==> src/hdl/sle_pkg.sv <==
// ----------------------------------------------------------------------------
// sle_pkg
// Shared types and constants of the sequential list engine: capacity, widths,
// request codes and sequencer states.
// ----------------------------------------------------------------------------
package sle_pkg;

   localparam int CAPACITY = 16;
   localparam int ADDR_W   = $clog2(CAPACITY);
   localparam int FILL_W   = $clog2(CAPACITY + 1);
   localparam int POS_W    = 5;
   localparam int CMP_W    = (FILL_W > POS_W) ? FILL_W : POS_W;
   localparam int WORD_W   = 32;
   localparam int MPOS_W   = 4;
   localparam int CNT_W    = 5;

   localparam int REQ_W    = 40;
   localparam int RSP_W    = 48;

   typedef enum logic [1:0] {
      FN_INSERT,
      FN_REMOVE,
      FN_READ,
      FN_FIND
   } func_type;

   typedef enum logic [1:0] {
      ST_IDLE,
      ST_WALK,
      ST_PUT,
      ST_DONE
   } state_type;

endpackage

==> src/hdl/sle_ram.sv <==
// ----------------------------------------------------------------------------
// sle_ram
// Generic single-write, single-read RAM with a registered read port.
// ----------------------------------------------------------------------------
module sle_ram #(
   parameter int WIDTH = 32,
   parameter int DEPTH = 16
) (
   input  logic                     clock,
   input  logic                     wr_en,
   input  logic [$clog2(DEPTH)-1:0] wr_addr,
   input  logic [WIDTH-1:0]         wr_data,
   input  logic                     rd_en,
   input  logic [$clog2(DEPTH)-1:0] rd_addr,
   output logic [WIDTH-1:0]         rd_data
);

   logic [WIDTH-1:0] mem_ff [DEPTH];
   logic [WIDTH-1:0] rd_data_ff;

   always_ff @(posedge clock) begin
      if (wr_en) begin
         mem_ff[wr_addr] <= wr_data;
      end
      if (rd_en) begin
         rd_data_ff <= mem_ff[rd_addr];
      end
   end

   assign rd_data = rd_data_ff;

endmodule

==> src/hdl/sequential_list_engine_core.sv <==
// ----------------------------------------------------------------------------
// sequential_list_engine_core
// Bounded ordered list of signed words kept in one RAM: insert, remove, read
// and find, each answered by one result item.
//
// Channel  Dir  Handshake                 Payload (lowest bit first)
// req      in   req_tvalid / req_tready   func, position, word
// rsp      out  rsp_tvalid / rsp_tready   ok, read_data, match_position,
//                                         fill_count
//
// An accepted item passes from idle through a RAM walk to one result load;
// a refused item goes straight to the result load. A walk issues RAM reads
// and then drains them; a find ends early on a match. Insert reads the
// entries from the position up to the fill and then stores the word, remove
// the entries above the position, read one entry, find up to the first
// match. A waiting result holds only the next result load. Reset clears the
// fill count, not the RAM.
// ----------------------------------------------------------------------------
module sequential_list_engine_core
   import sle_pkg::*;
(
   input  logic             clock,
   input  logic             reset,
   input  logic             req_tvalid,
   output logic             req_tready,
   input  logic [REQ_W-1:0] req_tdata,   // func[1:0], position[6:2], word[38:7]
   output logic             rsp_tvalid,
   input  logic             rsp_tready,
   output logic [RSP_W-1:0] rsp_tdata    // ok[0], read_data[32:1],
                                         // match_position[36:33], fill_count[41:37]
);

   state_type         state_ff, state_in;
   func_type          op_ff, op_in;
   logic [FILL_W-1:0] pos_ff, pos_in;
   logic [WORD_W-1:0] word_ff, word_in;
   logic [FILL_W-1:0] fill_ff, fill_in;
   logic [FILL_W-1:0] cnt_ff, cnt_in;
   logic [FILL_W-1:0] dst_ff, dst_in;
   logic              pend_ff, pend_in;
   logic              ok_ff, ok_in;
   logic [WORD_W-1:0] data_ff, data_in;
   logic [MPOS_W-1:0] mpos_ff, mpos_in;
   logic              rsp_valid_ff, rsp_valid_in;
   logic [RSP_W-1:0]  rsp_data_ff, rsp_data_in;

   func_type          req_func;
   logic [POS_W-1:0]  req_pos;
   logic [WORD_W-1:0] req_word;
   logic              req_accept;
   logic              legal;
   logic              issue;
   logic              match;
   logic              walk_done;
   logic              rsp_free;
   logic              rd_en;
   logic [ADDR_W-1:0] rd_addr;
   logic [WORD_W-1:0] rd_data;
   logic              wr_en;
   logic [ADDR_W-1:0] wr_addr;
   logic [WORD_W-1:0] wr_data;
   logic [FILL_W-1:0] fill_next;

   assign req_func   = func_type'(req_tdata[1:0]);
   assign req_pos    = req_tdata[6:2];
   assign req_word   = req_tdata[38:7];
   assign req_tready = (state_ff == ST_IDLE);
   assign req_accept = req_tvalid && req_tready;
   assign rsp_free   = !rsp_valid_ff || rsp_tready;
   assign rsp_tvalid = rsp_valid_ff;
   assign rsp_tdata  = rsp_data_ff;

   sle_ram #(
      .WIDTH(WORD_W),
      .DEPTH(CAPACITY)
   ) u_entries (
      .clock  (clock),
      .wr_en  (wr_en),
      .wr_addr(wr_addr),
      .wr_data(wr_data),
      .rd_en  (rd_en),
      .rd_addr(rd_addr),
      .rd_data(rd_data)
   );

   always_comb begin
      unique case (req_func) inside
         FN_INSERT: legal = (CMP_W'(req_pos) <= CMP_W'(fill_ff)) &&
                            (fill_ff < FILL_W'(CAPACITY));
         FN_REMOVE, FN_READ: legal = (CMP_W'(req_pos) < CMP_W'(fill_ff));
         default: legal = 1'b1;
      endcase
   end

   // sequencer outputs: RAM access and walk control
   always_comb begin
      issue   = 1'b0;
      rd_addr = ADDR_W'(cnt_ff);
      if (state_ff == ST_WALK) begin
         unique case (op_ff)
            FN_INSERT: begin
               issue   = cnt_ff > pos_ff;
               rd_addr = ADDR_W'(cnt_ff - 1'b1);
            end
            FN_REMOVE: begin
               issue   = ({1'b0, cnt_ff} + 1'b1) < {1'b0, fill_ff};
               rd_addr = ADDR_W'(cnt_ff + 1'b1);
            end
            FN_READ: issue = (cnt_ff == pos_ff);
            default: issue = (cnt_ff < fill_ff);
         endcase
      end
      rd_en     = issue;
      match     = (state_ff == ST_WALK) && pend_ff && (op_ff == FN_FIND) &&
                  (rd_data == word_ff);
      walk_done = !issue && !pend_ff;
      wr_en     = 1'b0;
      wr_addr   = ADDR_W'(dst_ff);
      wr_data   = rd_data;
      if (state_ff == ST_WALK && pend_ff &&
          (op_ff == FN_INSERT || op_ff == FN_REMOVE)) begin
         wr_en = 1'b1;
      end else if (state_ff == ST_PUT) begin
         wr_en   = 1'b1;
         wr_addr = ADDR_W'(pos_ff);
         wr_data = word_ff;
      end
   end

   always_comb begin
      state_in = state_ff;
      unique case (state_ff)
         ST_IDLE: begin
            if (req_accept) begin
               state_in = legal ? ST_WALK : ST_DONE;
            end
         end
         ST_WALK: begin
            if (match) begin
               state_in = ST_DONE;
            end else if (walk_done) begin
               state_in = (op_ff == FN_INSERT) ? ST_PUT : ST_DONE;
            end
         end
         ST_PUT:  state_in = ST_DONE;
         ST_DONE: begin
            if (rsp_free) begin
               state_in = ST_IDLE;
            end
         end
         default: state_in = ST_IDLE;
      endcase
   end

   always_comb begin
      fill_next = fill_ff;
      if (ok_ff && op_ff == FN_INSERT) begin
         fill_next = fill_ff + 1'b1;
      end else if (ok_ff && op_ff == FN_REMOVE) begin
         fill_next = fill_ff - 1'b1;
      end
   end

   always_comb begin
      op_in        = op_ff;
      pos_in       = pos_ff;
      word_in      = word_ff;
      fill_in      = fill_ff;
      cnt_in       = cnt_ff;
      dst_in       = dst_ff;
      pend_in      = 1'b0;
      ok_in        = ok_ff;
      data_in      = data_ff;
      mpos_in      = mpos_ff;
      rsp_valid_in = rsp_valid_ff && !rsp_tready;
      rsp_data_in  = rsp_data_ff;
      if (req_accept) begin
         op_in   = req_func;
         pos_in  = FILL_W'(req_pos);
         word_in = req_word;
         ok_in   = legal && (req_func != FN_FIND);
         data_in = '0;
         mpos_in = '0;
         unique case (req_func)
            FN_INSERT: cnt_in = fill_ff;
            FN_FIND:   cnt_in = '0;
            default:   cnt_in = FILL_W'(req_pos);
         endcase
      end
      if (state_ff == ST_WALK) begin
         pend_in = issue && !match;
         if (issue) begin
            dst_in = cnt_ff;
            cnt_in = (op_ff == FN_INSERT) ? cnt_ff - 1'b1 : cnt_ff + 1'b1;
         end
         if (pend_ff && op_ff == FN_READ) begin
            data_in = rd_data;
         end
         if (match) begin
            ok_in   = 1'b1;
            mpos_in = MPOS_W'(dst_ff);
         end
      end
      if (state_ff == ST_DONE && rsp_free) begin
         fill_in      = fill_next;
         rsp_valid_in = 1'b1;
         rsp_data_in  = {6'd0, CNT_W'(fill_next), mpos_ff, data_ff, ok_ff};
      end
   end

   always_ff @(posedge clock) begin
      if (reset) begin
         state_ff     <= ST_IDLE;
         fill_ff      <= '0;
         pend_ff      <= 1'b0;
         rsp_valid_ff <= 1'b0;
      end else begin
         state_ff     <= state_in;
         fill_ff      <= fill_in;
         pend_ff      <= pend_in;
         rsp_valid_ff <= rsp_valid_in;
      end
      op_ff       <= op_in;
      pos_ff      <= pos_in;
      word_ff     <= word_in;
      cnt_ff      <= cnt_in;
      dst_ff      <= dst_in;
      ok_ff       <= ok_in;
      data_ff     <= data_in;
      mpos_ff     <= mpos_in;
      rsp_data_ff <= rsp_data_in;
   end

`ifndef SYNTHESIS
   a_fill_bound: assert property (@(posedge clock) disable iff (reset)
      fill_ff <= FILL_W'(CAPACITY))
      else $error("fill count beyond capacity");

   a_no_same_entry: assert property (@(posedge clock) disable iff (reset)
      !(wr_en && rd_en && wr_addr == rd_addr))
      else $error("read and write of the same entry in one cycle");

   a_accept_leaves_idle: assert property (@(posedge clock) disable iff (reset)
      req_accept |=> state_ff != ST_IDLE)
      else $error("sequencer stayed idle after an accepted item");

   a_pend_from_walk: assert property (@(posedge clock) disable iff (reset)
      pend_ff |-> $past(state_ff == ST_WALK))
      else $error("pending read outside a walk");

   a_fill_at_done: assert property (@(posedge clock) disable iff (reset)
      (fill_ff != $past(fill_ff)) |-> ($past(state_ff) == ST_DONE))
      else $error("fill count changed outside result load");
`endif

endmodule

==> config.mk <==
export PLATFORM = sky130hd
export DESIGN_NAME = sequential_list_engine_core
export DESIGN_NICKNAME = d
export VERILOG_FILES = /design/src/hdl/sle_pkg.sv /design/src/hdl/sle_ram.sv /design/src/hdl/sequential_list_engine_core.sv
export SDC_FILE = /design/constraint.sdc
export NUM_CORES = 1
export LEC_CHECK = 0
export ABC_AREA = 1
export BUFFER_PORTS_ARGS = -buffer_cell sky130_fd_sc_hd__buf_2
export CAP_MARGIN = 20
export CORE_ASPECT_RATIO = 1.5
export CORE_MARGIN = 2
export CORE_UTILIZATION = 48
export DETAILED_ROUTE_END_ITERATION = 10
export PLACE_DENSITY = 0.74
export SLEW_MARGIN = 0
export SYNTH_ARGS = -nofsm -noshare
export SYNTH_HDL_FRONTEND = slang
export SYNTH_SLANG_ARGS = --single-unit
==> constraint.sdc <==
create_clock -name clock -period 4.3 [get_ports clock]
set_input_delay 0.86 -clock clock [delete_from_list [all_inputs] [get_ports clock]]
set_output_delay 0.86 -clock clock [all_outputs]
set_load 0.1 [all_outputs]
==> results.py <==
metrics = {
    "critical_path": {
        "cp-startpoint": "state_ff[1]",
        "crit_family": "simple AND/OR/NAND/NOR gates",
        "worstPathRequired_ns": 4.52,
        "r2r_end": "u_entries.mem_ff[7][6]",
        "worstSetupPathType": "reg -> reg",
        "worstReg2RegStart": "state_ff[1]",
        "crit_buf_inv": 3,
        "reg2regPathDepth": 10,
        "endpoint": "u_entries.mem_ff[7][6]",
        "cp.depth": 10,
        "worst-path-max-fanout": 32,
        "cp_slowest_cell": "buf_4",
        "worstPathCellList": "inv_1 -> ha_1 -> nand2_1 -> nor2_1 -> nor2_4 -> o21ai_0 -> inv_1 -> nand2_1 -> nor2_4 -> buf_4",
        "arrival_ns": 3.49,
        "max_stage_delay_ns": 0.61,
        "cp-end-kind": "register",
        "startpoint_type": "register",
        "r2r_setup_slack_ns": 1.02,
    },
    "timing": {
        "max_freq_mhz": 305,
        "finalSetupViolCount": 0,
        "clock_skew_ns": 0.0159,
        "tns_ns": 0,
        "hold_viol": 0,
        "slew_headroom_pct": 28.4,
        "tightest_slew_ns": 1.07,
        "fin_crit_sh_pct": 76.2,
        "rsz0062_at_grt": "no",
        "hold_ws_ns": 0.431,
        "finalCriticalPeriod_ns": 3.28,
        "slew_violations": 0,
    },
    "layout": {
        "drive_gt1_share_pct": 11.8,
        "antenna_cells": 0,
        "final_cell_area_um2": 31600,
        "syn_to_final_growth_pct": 11.9,
        "layout_common_cells": "edfxtp_1, nand2_1, inv_1",
        "nets": 2527,
        "mostFrequentLayoutCell": "edfxtp_1",
    },
    "pwr": {
        "leakagePower_uw": 0.0118,
        "pwr_density_cell_nw_per_um2": 730,
        "irDropWorstVdd_mv": 0.799,
    },
    "drt": {
        "dr.pass1.iters": 5,
        "detail_route.vias_per_cell": 5.48,
        "route.vias.total": 18000,
        "drt_iter0_markers": 1502,
        "drc": 0,
        "totalWireLength_um": 63300,
        "wl_per_cell_um": 19.3,
        "drtAntennaViolNets": 0,
    },
    "place": {
        "post_dp_cell_area_um2": 29800,
        "place_congestion": 0.898,
        "io_buffers": 86,
        "dp_hpwl_um": 35200,
    },
    "clocking": {
        "hold_buffers": 0,
        "htree_num_levels": 2,
        "clk_pin_slew_ns": 0.07,
        "clk_path_buf_depth": 3,
        "cts_inserted_buffers": 54,
        "clk_latency_ns": 0.59,
        "cts-root-buf": "clkbuf_16",
        "cts_tree": "done",
        "cts.sinks": 680,
        "ctsResizeCount": 0,
        "post_cts_buffers": 0,
    },
    "logic_synthesis": {
        "synth_cells": 2374,
        "syn_area_um2": 28300,
        "syn_avg_cell_area_um2": 11.9,
        "synth.distinct_cells": 37,
        "synth-seq-area-share_pct": 70.4,
        "synth-warning-count": 0,
        "synth_seq_cells": 680,
    },
    "global_route": {
        "grtUsageTotal_pct": 20.4,
        "antenna_found_initial": 0,
        "grt_pass1_wl_um": 95700,
        "grt_pass1_vias": 17400,
        "gr-total-overflow": 0,
        "grt_max_degree": 173,
    },
    "floorplanning": {
        "dieArea_um2": 60900,
        "start_util_pct": 48.2,
        "die_w_um": 202,
        "core.rowCount": 109,
        "core_area_um2": 58600,
        "die_h_um": 301,
        "io_pins": 94,
    },
    "run_status": {
        "status": "complete, no violations",
    },
    "flow_run": {
        "drv_cap": 0,
    },
    "hold_path": {
        "hold_path.class": "reg -> reg",
    },
}
-- state kept, by name, summed over array words and instances, names as in the netlist, 5 cells and up --
register,cells
cnt_ff,5
data_ff,32
fill_ff,5
pos_ff,5
rsp_tdata,42
u_entries.mem_ff,512
u_entries.rd_data,32
word_ff,32
-- how the worst min path moves through the flow --
| stage | startpoint | endpoint | cells past startpoint |
|---|---|---|---|
| 2_1_floorplan | data_ff[9] | rsp_tdata[10] | 0 |
| 3_3_place_gp | data_ff[14] | rsp_tdata[15] | 0 |
| 3_5_place_dp | data_ff[27] | rsp_tdata[28] | 0 |
| 4_1_cts | req_tdata[35] | word_ff[28] | 1 |
| 5_1_grt | req_tdata[23] | word_ff[16] | 1 |
| 6_report | data_ff[27] | rsp_tdata[28] | 0 |
-- logic make-up (layout without fill, tap and decap cells) --
group                    count (synthesis)  in the layout  synth area share, %
AO/OA/AOI/OAI                          534            534                 11.0
XOR/XNOR                                31             31                 1.03
AND/OR/NAND/NOR                        615            615                 8.63
multiplexers                            32             32                 1.27
adder cells (fa/ha/maj)                 28             28                 1.24
flip-flops                             680            680                 70.4
buffers and inverters                  453            573                 6.41
other                                    1              6               0.0133
-- synthesized netlist by cell type --
cell type,count,area [um2]
xor2_1,14,123
xor2_4,1,27.5
nor3b_1,1,7.51
inv_2,1,3.75
conb_1,1,3.75
dfxtp_1,51,1020
nand3_1,63,315
o21ai_0,282,1410
nand4_1,7,43.8
o31ai_1,1,7.51
buf_2,51,255
nand2_1,413,1550
mux2_2,31,349
o21bai_1,2,15.0
a211oi_1,30,225
nor2_1,116,435
inv_1,322,1210
o221ai_1,2,17.5
buf_1,11,41.3
mux2_1,1,11.3
ha_1,28,350
or2_2,5,31.3
o22ai_1,4,25.0
xnor2_1,16,140
buf_4,11,82.6
nor3_1,8,40.0
edfxtp_1,629,18900
nor2_4,1,11.3
clkbuf_1,55,206
clkinv_1,1,3.75
buf_6,1,11.3
nor2_2,1,6.26
a21oi_1,16,80.1
o21ai_1,62,310
o211ai_1,132,991
o21ai_2,1,8.76
a31oi_1,2,12.5
-- area by class of cell --
type	count	area [um2]
Fill cell	4643	27000
Tap cell	777	972
Multi-Input combinational cell	1246	6730
Inverter	324	1220
Clock buffer	65	1400
Timing Repair Buffer	149	1000
Sequential cell	680	19900
Clock inverter	35	408
-- power by group --
group | switching [uW] | internal, uW | leakage, uW | total [uW]
Sequential | 318 | 8860 | 0.00612 | 9180
Clock | 2260 | 2820 | 0.000880 | 5090
Combinational | 6310 | 2520 | 0.00478 | 8830
-- routing by layer --
metal | vias to the layer above | track usage (%) | wire (um)
li1 | 8391 | - | -
met1 | 8621 | 23.3 | 23300
met2 | 784 | 38.1 | 33400
met3 | 167 | 2.29 | 4160
met4 | 0 | 9.19 | 2510
met5 | - | 0 | 0
-- per-stage QoR --
| step | util (%) | power [uW] | std cells | setup WS, ns |
|---|---|---|---|---|
| 2_1_floorplan | - | 15500 | 2379 | 0.829 |
| 3_3_place_gp | 50.9 | 17700 | 3176 | 1.11 |
| 3_5_place_dp | 50.9 | 18000 | 3176 | 1.06 |
| 4_1_cts | 54.0 | 23100 | 3276 | 1.03 |
| 5_1_grt | 54.0 | 24400 | 3276 | 0.824 |
| 6_report | 54.0 | 23100 | 3276 | 1.02 |
(Power assumes the default switching activity.)
